===== src/hpst_pkg.sv =====
package hpst_pkg;

  // operation codes carried in the input tuser
  typedef enum logic [1:0] {
    OP_HALL_EDGE    = 2'd0,
    OP_MONITOR_TICK = 2'd1,
    OP_SET_TRAVEL   = 2'd2,
    OP_SET_POSITION = 2'd3
  } op_e;

  // configuration channel
  localparam int unsigned CFG_INDEX_W = 4;
  localparam int unsigned CFG_DATA_W  = 8;

  localparam logic [CFG_INDEX_W-1:0] REG_MISS_LIMIT       = 4'd0;
  localparam logic [CFG_INDEX_W-1:0] REG_COUNT_UP_ON_HIGH = 4'd1;

  // stream widths, tdata padded to whole bytes
  localparam int unsigned IN_DATA_W  = 40;
  localparam int unsigned IN_USER_W  = 2;
  localparam int unsigned OUT_DATA_W = 56;

  // reset values and warm-up thresholds
  localparam logic [15:0] POSITION_RESET   = 16'h5000;
  localparam logic [7:0]  MISS_LIMIT_RESET = 8'd10;
  localparam logic [4:0]  WARMUP_THRESHOLD = 5'd28;
  localparam logic [4:0]  WARMUP_HOLD      = 5'd29;

  typedef struct packed {
    logic [7:0] miss_limit;
    logic       count_up_on_high;
  } cfg_t;

  typedef struct packed {
    op_e         op;
    logic        direction;
    logic [15:0] captured_tick;
    logic [15:0] set_value;
  } item_t;

  typedef struct packed {
    logic [15:0] position;
    logic [15:0] travel;
    logic [15:0] avg_period;
    logic        signal_present;
  } result_t;

endpackage


===== src/hpst_cfg_regs.sv =====
module hpst_cfg_regs
  import hpst_pkg::*;
(
  input  logic                   clk_i,
  input  logic                   rst_ni,
  input  logic                   wr_i,
  input  logic [CFG_INDEX_W-1:0] index_i,
  input  logic [CFG_DATA_W-1:0]  data_i,
  output cfg_t                   cfg_o
);

  cfg_t cfg_q;

  always_ff @(posedge clk_i or negedge rst_ni) begin
    if (!rst_ni) begin
      cfg_q.miss_limit       <= MISS_LIMIT_RESET;
      cfg_q.count_up_on_high <= 1'b1;
    end else if (wr_i) begin
      unique case (index_i)
        REG_MISS_LIMIT:       cfg_q.miss_limit       <= data_i[7:0];
        REG_COUNT_UP_ON_HIGH: cfg_q.count_up_on_high <= data_i[0];
        default: ;  // unknown index, write dropped
      endcase
    end
  end

  assign cfg_o = cfg_q;

endmodule


===== src/hpst_period_avg.sv =====
module hpst_period_avg #(
  parameter int unsigned AVG_DEPTH = 4
) (
  input  logic        clk_i,
  input  logic        rst_ni,
  input  logic        upd_i,
  input  logic [15:0] interval_i,
  output logic [15:0] total_o
);

  localparam int unsigned IDX_W   = $clog2(AVG_DEPTH);
  localparam int unsigned QW      = $clog2((2**16 - 1) / AVG_DEPTH + 1);
  localparam int unsigned SHIFT   = 16 + $clog2(AVG_DEPTH);
  localparam longint unsigned RECIP =
      ((64'd1 << SHIFT) + 64'(AVG_DEPTH) - 64'd1) / 64'(AVG_DEPTH);
  localparam int unsigned RECIP_W = $clog2(RECIP + 1);
  localparam int unsigned PROD_W  = 16 + RECIP_W;
  localparam logic [IDX_W-1:0] LAST_IDX = IDX_W'(AVG_DEPTH - 1);

  logic [QW-1:0]     slot_q [AVG_DEPTH];
  logic [IDX_W-1:0]  idx_q, idx_d;
  logic [15:0]       total_q, total_d;
  logic [PROD_W-1:0] prod;
  logic [QW-1:0]     quot;

  // exact truncating divide by the depth: rounded-up reciprocal, then shift
  assign prod = PROD_W'(interval_i) * PROD_W'(RECIP);
  assign quot = prod[SHIFT +: QW];

  // running sum of the ring: drop the slot being replaced, add the new one
  assign total_d = total_q - 16'(slot_q[idx_q]) + 16'(quot);
  assign idx_d   = (idx_q == LAST_IDX) ? '0 : idx_q + 1'b1;
  assign total_o = total_d;

  always_ff @(posedge clk_i or negedge rst_ni) begin
    if (!rst_ni) begin
      idx_q   <= '0;
      total_q <= '0;
      for (int k = 0; k < AVG_DEPTH; k++) begin
        slot_q[k] <= '0;
      end
    end else if (upd_i) begin
      idx_q         <= idx_d;
      total_q       <= total_d;
      slot_q[idx_q] <= quot;
    end
  end

endmodule


===== src/hpst_tracker.sv =====
module hpst_tracker
  import hpst_pkg::*;
#(
  parameter int unsigned AVG_DEPTH = 4
) (
  input  logic    clk_i,
  input  logic    rst_ni,
  input  logic    fire_i,
  input  item_t   item_i,
  input  cfg_t    cfg_i,
  output result_t res_o
);

  logic [15:0] position_q, position_d;
  logic [15:0] travel_q, travel_d;
  logic [15:0] last_tick_q, last_tick_d;
  logic [4:0]  warmup_q, warmup_d;
  logic [15:0] avg_q, avg_d;
  logic [7:0]  miss_q, miss_d;
  logic        present_q, present_d;

  logic [15:0] interval;
  logic [15:0] total_next;
  logic [4:0]  warm_inc;
  logic [7:0]  miss_inc;
  logic        step_up;
  logic        is_edge;

  assign interval = item_i.captured_tick - last_tick_q;
  assign warm_inc = warmup_q + 5'd1;
  assign miss_inc = miss_q + 8'd1;
  assign step_up  = (item_i.direction == cfg_i.count_up_on_high);
  assign is_edge  = fire_i && (item_i.op == OP_HALL_EDGE);

  hpst_period_avg #(
    .AVG_DEPTH(AVG_DEPTH)
  ) u_period_avg (
    .clk_i     (clk_i),
    .rst_ni    (rst_ni),
    .upd_i     (is_edge),
    .interval_i(interval),
    .total_o   (total_next)
  );

  always_comb begin
    position_d  = position_q;
    travel_d    = travel_q;
    last_tick_d = last_tick_q;
    warmup_d    = warmup_q;
    avg_d       = avg_q;
    miss_d      = miss_q;
    present_d   = present_q;
    unique case (item_i.op)
      OP_HALL_EDGE: begin
        travel_d    = travel_q + 16'd1;
        position_d  = step_up ? position_q + 16'd1 : position_q - 16'd1;
        present_d   = 1'b1;
        miss_d      = '0;
        last_tick_d = item_i.captured_tick;
        warmup_d    = warm_inc;
        if (warm_inc > WARMUP_THRESHOLD) begin
          warmup_d = WARMUP_HOLD;
          avg_d    = total_next;
        end
      end
      OP_MONITOR_TICK: begin
        miss_d = miss_inc;
        if (miss_inc > cfg_i.miss_limit) begin
          present_d   = 1'b0;
          miss_d      = '0;
          avg_d       = '0;
          last_tick_d = '0;
          warmup_d    = '0;
        end
      end
      OP_SET_TRAVEL:   travel_d   = item_i.set_value;
      OP_SET_POSITION: position_d = item_i.set_value;
      default: ;
    endcase
  end

  always_ff @(posedge clk_i or negedge rst_ni) begin
    if (!rst_ni) begin
      position_q  <= POSITION_RESET;
      travel_q    <= '0;
      last_tick_q <= '0;
      warmup_q    <= '0;
      avg_q       <= '0;
      miss_q      <= '0;
      present_q   <= 1'b0;
    end else if (fire_i) begin
      position_q  <= position_d;
      travel_q    <= travel_d;
      last_tick_q <= last_tick_d;
      warmup_q    <= warmup_d;
      avg_q       <= avg_d;
      miss_q      <= miss_d;
      present_q   <= present_d;
    end
  end

  assign res_o.position       = position_d;
  assign res_o.travel         = travel_d;
  assign res_o.avg_period     = avg_d;
  assign res_o.signal_present = present_d;

endmodule


===== src/hall_position_speed_tracker.sv =====
// hall sensor position and speed tracker
//
// every input transaction on the s_axis channel is one operation selected by
// tuser: hall edge, monitor tick, set travel or set position. each one gives
// exactly one result transaction on m_axis: position, travel, average period
// and the signal present flag as they stand after the operation.
// the cfg channel writes miss_limit (index 0) and count_up_on_high (index 1);
// it is always ready and other indexes are dropped. write it only while idle.
//
// an input transaction passes the input register, then the state update and
// the result register, which drives the result transaction. while the
// receiver takes results, one operation is accepted every cycle; the rate is
// set by the state update loop (counters plus running ring sum and one
// divide-by-depth multiply). when the receiver stalls, the result register
// holds and one more item waits in the input register before s_axis_tready_o
// drops.
// reset clears both stages, loads position 0x5000, clears the interval ring
// and puts the registers at miss_limit 10, count_up_on_high 1.
module hall_position_speed_tracker
  import hpst_pkg::*;
#(
  parameter int unsigned AVG_DEPTH = 4
) (
  input  logic                   clk_i,
  input  logic                   rst_ni,
  input  logic                   s_axis_tvalid_i,
  output logic                   s_axis_tready_o,
  // direction[0], captured_tick[16:1], set_value[32:17], zero pad [39:33]
  input  logic [IN_DATA_W-1:0]   s_axis_tdata_i,
  // op[1:0]
  input  logic [IN_USER_W-1:0]   s_axis_tuser_i,
  output logic                   m_axis_tvalid_o,
  input  logic                   m_axis_tready_i,
  // position[15:0], travel[31:16], avg_period[47:32], signal_present[48],
  // zero pad [55:49]
  output logic [OUT_DATA_W-1:0]  m_axis_tdata_o,
  input  logic                   cfg_valid_i,
  output logic                   cfg_ready_o,
  input  logic [CFG_INDEX_W-1:0] cfg_index_i,
  input  logic [CFG_DATA_W-1:0]  cfg_data_i
);

  cfg_t    cfg;
  item_t   in_item_q;
  logic    in_valid_q;
  result_t res;
  result_t out_res_q;
  logic    out_valid_q;
  logic    advance;
  logic    fire;
  logic    s_accept;

  // configuration registers, never back-pressured
  assign cfg_ready_o = 1'b1;

  hpst_cfg_regs u_cfg_regs (
    .clk_i  (clk_i),
    .rst_ni (rst_ni),
    .wr_i   (cfg_valid_i),
    .index_i(cfg_index_i),
    .data_i (cfg_data_i),
    .cfg_o  (cfg)
  );

  // pipeline control: the result register moves when empty or being taken
  assign advance         = !out_valid_q || m_axis_tready_i;
  assign fire            = in_valid_q && advance;
  assign s_axis_tready_o = !in_valid_q || advance;
  assign s_accept        = s_axis_tvalid_i && s_axis_tready_o;

  // input register
  always_ff @(posedge clk_i or negedge rst_ni) begin
    if (!rst_ni) begin
      in_valid_q <= 1'b0;
    end else if (s_accept) begin
      in_valid_q <= 1'b1;
    end else if (fire) begin
      in_valid_q <= 1'b0;
    end
  end

  always_ff @(posedge clk_i) begin
    if (s_accept) begin
      in_item_q.op            <= op_e'(s_axis_tuser_i[1:0]);
      in_item_q.direction     <= s_axis_tdata_i[0];
      in_item_q.captured_tick <= s_axis_tdata_i[16:1];
      in_item_q.set_value     <= s_axis_tdata_i[32:17];
    end
  end

  // tracker state, updated when the item leaves the input register
  hpst_tracker #(
    .AVG_DEPTH(AVG_DEPTH)
  ) u_tracker (
    .clk_i (clk_i),
    .rst_ni(rst_ni),
    .fire_i(fire),
    .item_i(in_item_q),
    .cfg_i (cfg),
    .res_o (res)
  );

  // result register
  always_ff @(posedge clk_i or negedge rst_ni) begin
    if (!rst_ni) begin
      out_valid_q <= 1'b0;
    end else if (fire) begin
      out_valid_q <= 1'b1;
    end else if (m_axis_tready_i) begin
      out_valid_q <= 1'b0;
    end
  end

  always_ff @(posedge clk_i) begin
    if (fire) begin
      out_res_q <= res;
    end
  end

  assign m_axis_tvalid_o = out_valid_q;
  assign m_axis_tdata_o  = {7'd0, out_res_q.signal_present, out_res_q.avg_period,
                            out_res_q.travel, out_res_q.position};

endmodule


===== config.mk =====
export PLATFORM = sky130hd
export DESIGN_NAME = hall_position_speed_tracker
export DESIGN_NICKNAME = d
export VERILOG_FILES = /design/src/hpst_pkg.sv /design/src/hpst_cfg_regs.sv /design/src/hpst_period_avg.sv /design/src/hpst_tracker.sv /design/src/hall_position_speed_tracker.sv
export SDC_FILE = /design/constraint.sdc
export NUM_CORES = 1
export LEC_CHECK = 0
export BUFFER_PORTS_ARGS = -buffer_cell sky130_fd_sc_hd__buf_2
export CAP_MARGIN = 20
export CELL_PAD_IN_SITES_DETAIL_PLACEMENT = 0
export CELL_PAD_IN_SITES_GLOBAL_PLACEMENT = 2
export CORE_UTILIZATION = 42
export CTS_BUF_LIST = sky130_fd_sc_hd__clkbuf_4 sky130_fd_sc_hd__clkbuf_8 sky130_fd_sc_hd__clkbuf_16
export DETAILED_ROUTE_END_ITERATION = 10
export HOLD_SLACK_MARGIN = 0.1
export PLACE_DENSITY_LB_ADDON = 0.25
export REMOVE_ABC_BUFFERS = 1
export SYNTH_ARGS = -nofsm -noshare
export SYNTH_HDL_FRONTEND = slang
export SYNTH_SLANG_ARGS = --single-unit
export TNS_END_PERCENT = 30

===== constraint.sdc =====
create_clock -name clk_i -period 11.1 [get_ports clk_i]
set_input_delay 0.555 -clock clk_i [delete_from_list [all_inputs] [get_ports clk_i]]
set_output_delay 0.555 -clock clk_i [all_outputs]
set_load 0.01 [all_outputs]

==> impl_metrics.csv, run 1 <==
group,metric,value,unit
synth,synth_warnings,0,
placed_design,placed_area,14100,sq um
timing,grt_setup_unrepaired,"no",
layout,mostFrequentLayoutCells,"nand2_1, dfrtp_1, o21ai_0",
layout,fin_nets,1487,
drt,wire_per_inst,16.47,um
synth,ys_seq_elements,247,
global_routing,met1_usage,0.2827,
drt,drt_iter0_markers,756,
drt,wl,29.12,mm
layout,multi_input_area,6030,sq um
placed_design,place_ws,5.932,ns
timing,period_needed,5.107,ns
drt,drt_pre_antenna_iters,11,
drt,viasPerCell,5.313,
drt,via_count,9393,
power,p_per_area,310.5,nW/um^2
setup_path,crit_type,"flop to flop",
synth,async_reset_ff_frac,0.6599,
global_routing,grt_pass1_vias,9051,
synth,syn_area,13220,sq um
drt,antenna_left,0,
clocking,hold_buffers,0,
clocking,numCtsBuffers,28,
global_routing,grt.total_usage,0.1831,
timing,clock_skew,0.03747,ns
placed_design,port_buffers,102,
clocking,tritoncts,"yes",
clocking,clk_path_buf_depth,3,
global_routing,overflow,0,
clocking,clock_sinks,247,
timing,setup_ws,5.993,ns
floorplanning,row_count,64,
power,leakage,6.763,nW
setup_path,worstSetupStartpointType,"flop",
layout,n_antenna_cell,0,
clocking,root_buffer,"clkbuf_16",
global_routing,grt_start_max_net_pins,90,
layout,areaGrowthSynthToFinish,13.86,%
synth,synth_top_cell_area_share,0.2991,
timing,finalHoldViolations,0,
clocking,cts_setup_buffers,0,
synth,avgSynthCellArea,10.47,sq um
setup_path,cp_data_required_time,11.38,ns
floorplanning,die_h,179.4,um
timing,setup_viol,0,
floorplanning,start_util,0.4299,
setup_path,cp-end-kind,"flop",
layout,final-seq-area,6608,sq um
drt,drc,2,
power,peakVddDrop,0.1589,mV
layout,fill_cells,2903,
timing,worst_pin_slew,0.9721,ns
timing,slew_headroom,0.3520,
synth,synth_seq_area_share,0.4998,
layout,fin_util,0.4895,
timing,clock.fmax,195.8,MHz
synth,synthTopCellsByArea,"dfrtp_1, edfxtp_1, ha_1",
setup_path,worstPathMaxFanout,5,
global_routing,grt_busiest_layer,"met1",
global_routing,use_met3,0.02451,
clocking,htree_levels,1,
placed_design,place_congestion,0.8881,
layout,layout_commonest_cell,"nand2_1",
synth,synth-edff-count,84,
flow_run,cap_violations,0,
placed_design,place_hpwl,19.89,mm
status,status,"finished with violations",
synth,ys.flop_type,"dfrtp_1",
layout,fin_area,15050,sq um
global_routing,grt_antenna_before_repair,0,
synth,syn_inst,1263,
layout,drive_gt1_frac,0.1647,
clocking,clkTransAtPathRegs,0.06,ns
global_routing,grt_pass1_wl,48.18,mm
floorplanning,core_area,30750,sq um
min_path,hp-class,"input pin to async pin",
timing,period_share,0.4600,
timing,slew_viol_final,0,
clocking,worst_skew_pair.late_latency,0.57,ns
synth,synth_top_area_cell,"dfrtp_1",
floorplanning,design.die.area,32190,sq um
floorplanning,die_w,179.4,um
clocking,cts_resized,0,
synth,synthDistinctLibCells,63,
floorplanning,pin_count,118,
global_routing,grtUsageMet2,0.2723,
status,violations,"DRC",
timing,finalSetupTns,0,ns
setup_path,worstPathArrival,5.38,ns
[layer usage]
metal | vias up | part of all wire
li1 | 4658 | -
met3 | 35 | 0.043
met5 | - | 0
met1 | 4490 | 0.52
met2 | 210 | 0.42
met4 | 0 | 0.020
[cell type report]
| type | instances | area share |
|---|---|---|
| Clock buffer | 39 | 0.05245 |
| Timing Repair Buffer | 116 | 0.04131 |
| Clock inverter | 13 | 0.01056 |
| Multi-Input combinational cell | 864 | 0.4006 |
| Sequential cell | 247 | 0.4390 |
| Inverter | 93 | 0.02319 |
| Tap cell | 396 | 0.03292 |
[cell families (layout without fill, tap and decap cells)]
kind of cell / count (synthesis) / count (layout) / synth area share
AOI/OAI and AO/OA: 337 / 337 / 0.1632
and+or+nand+nor: 328 / 328 / 0.1107
DFF: 247 / 247 / 0.4998
buffers and inverters: 158 / 261 / 0.04732
adders and majority gates: 78 / 78 / 0.08234
xor gates and xnor gates: 62 / 62 / 0.04108
muxes: 51 / 51 / 0.05499
other: 2 / 8 / 0.0005681
[critical path, stage by stage, from the launching register on]
cell and delay [ns]:
edfxtp_1 0.39, ha_1 0.35, a21o_1 0.17, a31o_1 0.22, a31o_1 0.30, a21oi_1 0.40
o21ai_0 0.21, xnor2_1 0.48, fa_1 0.51, inv_1 0.07, ha_1 0.26, a21oi_1 0.29
nand2_1 0.11, o21ai_0 0.30, nor2b_1 0.25, o21ai_0 0.13, xnor2_1 0.26, o21ai_0 0.11
[where the power goes]
| group | internal, mW | leakage, nW | total [mW] | switching (mW) |
|---|---|---|---|---|
| Combinational | 0.960 | 3.43 | 2.40 | 1.44 |
| Clock | 0.567 | 0.476 | 0.940 | 0.373 |
| Sequential | 1.19 | 2.86 | 1.34 | 0.150 |
| Total | 2.71 | 6.76 | 4.67 | 1.96 |
[synth_stat cells, types with 4 or more instances]
| cell type | n |
|---|---|
| dfstp_2 | 5 |
| mux2i_1 | 4 |
| a22o_1 | 41 |
| nand3_1 | 18 |
| ha_1 | 63 |
| edfxtp_1 | 84 |
| nand4_1 | 12 |
| o21bai_1 | 5 |
| a22oi_1 | 19 |
| a31oi_1 | 13 |
| a211oi_1 | 5 |
| nand2b_1 | 10 |
| a21o_1 | 21 |
| nand3b_1 | 5 |
| dfrtp_1 | 158 |
| a21oi_1 | 66 |
| nor2_1 | 48 |
| o21ai_0 | 118 |
| fa_1 | 15 |
| buf_4 | 8 |
| buf_1 | 5 |
| xnor2_1 | 37 |
| a221oi_1 | 4 |
| nand2_1 | 189 |
| o211ai_1 | 5 |
| a222oi_1 | 6 |
| clkbuf_1 | 50 |
| nor2b_1 | 9 |
| o21a_1 | 4 |
| mux4_2 | 14 |
| xor2_1 | 25 |
| o31ai_1 | 4 |
| inv_1 | 93 |
| mux2_2 | 33 |
| and3_1 | 18 |
| o221ai_1 | 5 |
[registers in the layout, summed over array words and instances (netlist names)]
register and cells:
u_tracker.u_period_avg.total_q 16, u_tracker.u_period_avg.slot_q 56, in_valid_q 1, u_tracker.present_q 1, u_cfg_regs.cfg_o 9, in_item_q 35, u_tracker.warmup_q 5, u_tracker.position_q 16
m_axis_tvalid_o 1, u_tracker.miss_q 8, u_tracker.last_tick_q 16, u_tracker.travel_q 16, u_tracker.avg_q 16, m_axis_tdata_o 49, u_tracker.u_period_avg.idx_q 2
[per-stage QoR]
stage               power (mW)  instances  hold WS, ns
floorplan                3.132       1204       0.2594
global placement         3.722       1715       0.4569
detailed placement       3.757       1715       0.4664
CTS                      4.730       1767       0.1246
global route             5.115       1768       0.1324
finish                   4.674       1768       0.1162
[path summary, 6_finish.rpt]
check | start | endpoint | slack (ns) | depth (start not counted)
min in group clk_i | s_axis_tdata_i[28] | in_item_q[11] | 0.16 | 1
worst max-delay path | in_item_q[18] | m_axis_tdata_o[45] | 5.99 | 17
worst max register to register | in_item_q[18] | m_axis_tdata_o[45] | 5.99 | 17
worst min-delay path | rst_ni | u_tracker.position_q[13] | 0.12 | 1
worst min register to register | u_tracker.u_period_avg.slot_q[18] | u_tracker.u_period_avg.slot_q[18] | 0.47 | 2
max in group asynchronous | rst_ni | u_tracker.u_period_avg.slot_q[44] | 9.41 | 2
Power figures use the tool's default switching activity.
==> run 2, diff against run 1 <==
CORE_UTILIZATION = 39   (was 42)
clock period = 4.9 ns   (was 11.1 ns; I/O delays follow)
==> impl_metrics.csv, run 2 (synthesized netlist as in run 1, its figures left out) <==
group,metric,value,unit
setup_path,cp_data_required_time,5.20,ns
timing,finalSetupTns,0,ns
timing,whs,0.2920,ns
global_routing,overflow,0,
flow_run,cap_violations,0,
setup_path,crit_top_cell,"o21ai_0",
global_routing,grt_pass1_vias,9714,
drt,drt_iter0_markers,554,
layout,areaGrowthSynthToFinish,20.23,%
clocking,htree_levels,1,
clocking,tritoncts,"yes",
global_routing,grt.total_usage,0.1877,
layout,drive_gt1_frac,0.1759,
floorplanning,die_h,186.1,um
drt,via_count,9661,
timing,period_share,0.9435,
power,total_power,10.96,mW
drt,wl,31.47,mm
clocking,clk_path_buf_depth,3,
layout,largest_register_ffs,56,
placed_design,port_buffers,102,
clocking,worst_skew_pair.late_latency,0.57,ns
setup_path,worstPathArrival,4.92,ns
floorplanning,start_util,0.3952,
timing,worst_pin_slew,1.085,ns
floorplanning,row_count,67,
floorplanning,pin_count,118,
drt,drt_pre_antenna_iters,7,
layout,multi_input_area,6056,sq um
setup_path,worst_path_max_delay_cell,"fa_1",
layout,fin_nets,1569,
clocking,numCtsBuffers,29,
setup_path,worstPathMaxFanout,5,
floorplanning,core_area,33450,sq um
power,leakage,7.110,nW
power,p_per_area,689.4,nW/um^2
layout,instances_no_fill,1903,
layout,mostFrequentLayoutCells,"nand2_1, dfrtp_1, o21ai_0",
timing,period_needed,4.623,ns
layout,n_antenna_cell,0,
timing,slew_headroom,0.2764,
drt,drc,0,
power,peakVddDrop,0.5027,mV
drt,wire_per_inst,16.54,um
timing,clock.fmax,216.3,MHz
setup_path,cp-end-kind,"flop",
layout,fill_cells,3152,
timing,setup_ws,0.2767,ns
setup_path,slowest_delay,0.50,ns
layout,final-seq-area,6608,sq um
global_routing,grt_antenna_before_repair,0,
min_path,hp-class,"input pin to flop",
timing,slew_viol_final,0,
timing,clock_skew,0.01677,ns
status,status,"complete, no violations",
drt,antenna_left,0,
clocking,clock_sinks,247,
global_routing,grt_start_max_net_pins,88,
placed_design,place_ws,0.2263,ns
clocking,root_buffer,"clkbuf_16",
floorplanning,die_w,186.1,um
setup_path,worstPathCellList,"ha_1 -> a21o_1 -> a31o_1 -> a31o_1 -> a21oi_2 -> o21ai_0 -> xnor2_1 -> buf_4 -> fa_1 -> inv_1 -> ha_1 -> a21oi_1 -> buf_4 -> o21ai_0 -> o21a_1 -> or3_1 -> nand3_1 -> o21ai_0",
setup_path,worstSetupStartpointType,"flop",
placed_design,place_congestion,0.8252,
global_routing,grt_pass1_wl,51.21,mm
placed_design,place_inst,1784,
setup_path,crit_type,"flop to flop",
timing,finalHoldViolations,0,
layout,layout_commonest_cell,"nand2_1",
placed_design,place_hpwl,21.23,mm
floorplanning,design.die.area,34640,sq um
timing,grt_setup_unrepaired,"no",
layout,top_register,"u_tracker.u_period_avg.slot_q",
timing,setup_viol,0,
clocking,clkTransAtPathRegs,0.06,ns
drt,viasPerCell,5.077,
## run 2: changes by cell type in the layout (fill, tap and decap cells not counted), sizes merged, moves of 3 or more
cell and delta:
dlygate4sd3 +62, buf +19, clkbuf +8, clkinv -5
bufinv -3
## run 2: layer usage
metal	track usage	routed length, um
met1	0.2544	14900
met2	0.3128	14750
met3	0.02778	1060
met4	0.04984	763
met5	0	0
## run 2: cell type report
| type | count | area share |
|---|---|---|
| clock buffer | 47 | 0.05612 |
| clock inverter | 7 | 0.002834 |
| tap | 448 | 0.03526 |
| sequential | 247 | 0.4157 |
| timing repair buffer | 197 | 0.08714 |
| multi-input combinational | 864 | 0.3810 |
| inverter | 93 | 0.02196 |
## run 2: stage by stage
stage          utilization  area, sq um
2_1_floorplan            -        12970
5_1_grt             0.4752        15900
6_report            0.4752        15900
4_1_cts             0.4736        15840
3_3_place_gp        0.4271        14290
3_5_place_dp        0.4271        14290
## run 2: what timing repair did
item	CTS	global route
gates resized for setup	0	7
setup endpoints to repair	0	13
hold endpoints to repair	129	0
hold buffers	62	0
setup buffers	0	2
## run 2: worst paths after layout
kind,from,endpoint,slack [ns],cells past startpoint
setup reg to reg,in_item_q[18],m_axis_tdata_o[46],0.28,18
hold / removal,cfg_index_i[3],u_cfg_regs.cfg_o[1],0.29,4
setup / recovery,in_item_q[18],m_axis_tdata_o[46],0.28,18
hold reg to reg,u_tracker.u_period_avg.slot_q[46],u_tracker.u_period_avg.slot_q[46],0.47,2
max in group asynchronous,rst_ni,u_tracker.u_period_avg.slot_q[21],3.42,3
min in group asynchronous,rst_ni,u_tracker.position_q[10],0.33,2
## run 2: worst max-delay path: cells and delay by family, from the launching register on
kind	cells	cell delay, ns
adder cells (fa/ha/maj)	3	1.19
XOR/XNOR	1	0.18
AO/OA/AOI/OAI	9	1.79
buffers and inverters	3	0.36
flip-flops	1	0.38
AND/OR/NAND/NOR	2	0.46
## run 2: power breakdown
part           total, mW  switching (mW)  internal, mW
logic               5.81            3.32          2.49
clock network       2.11           0.870          1.24
registers           3.04           0.348          2.69
total               11.0            4.54          6.42
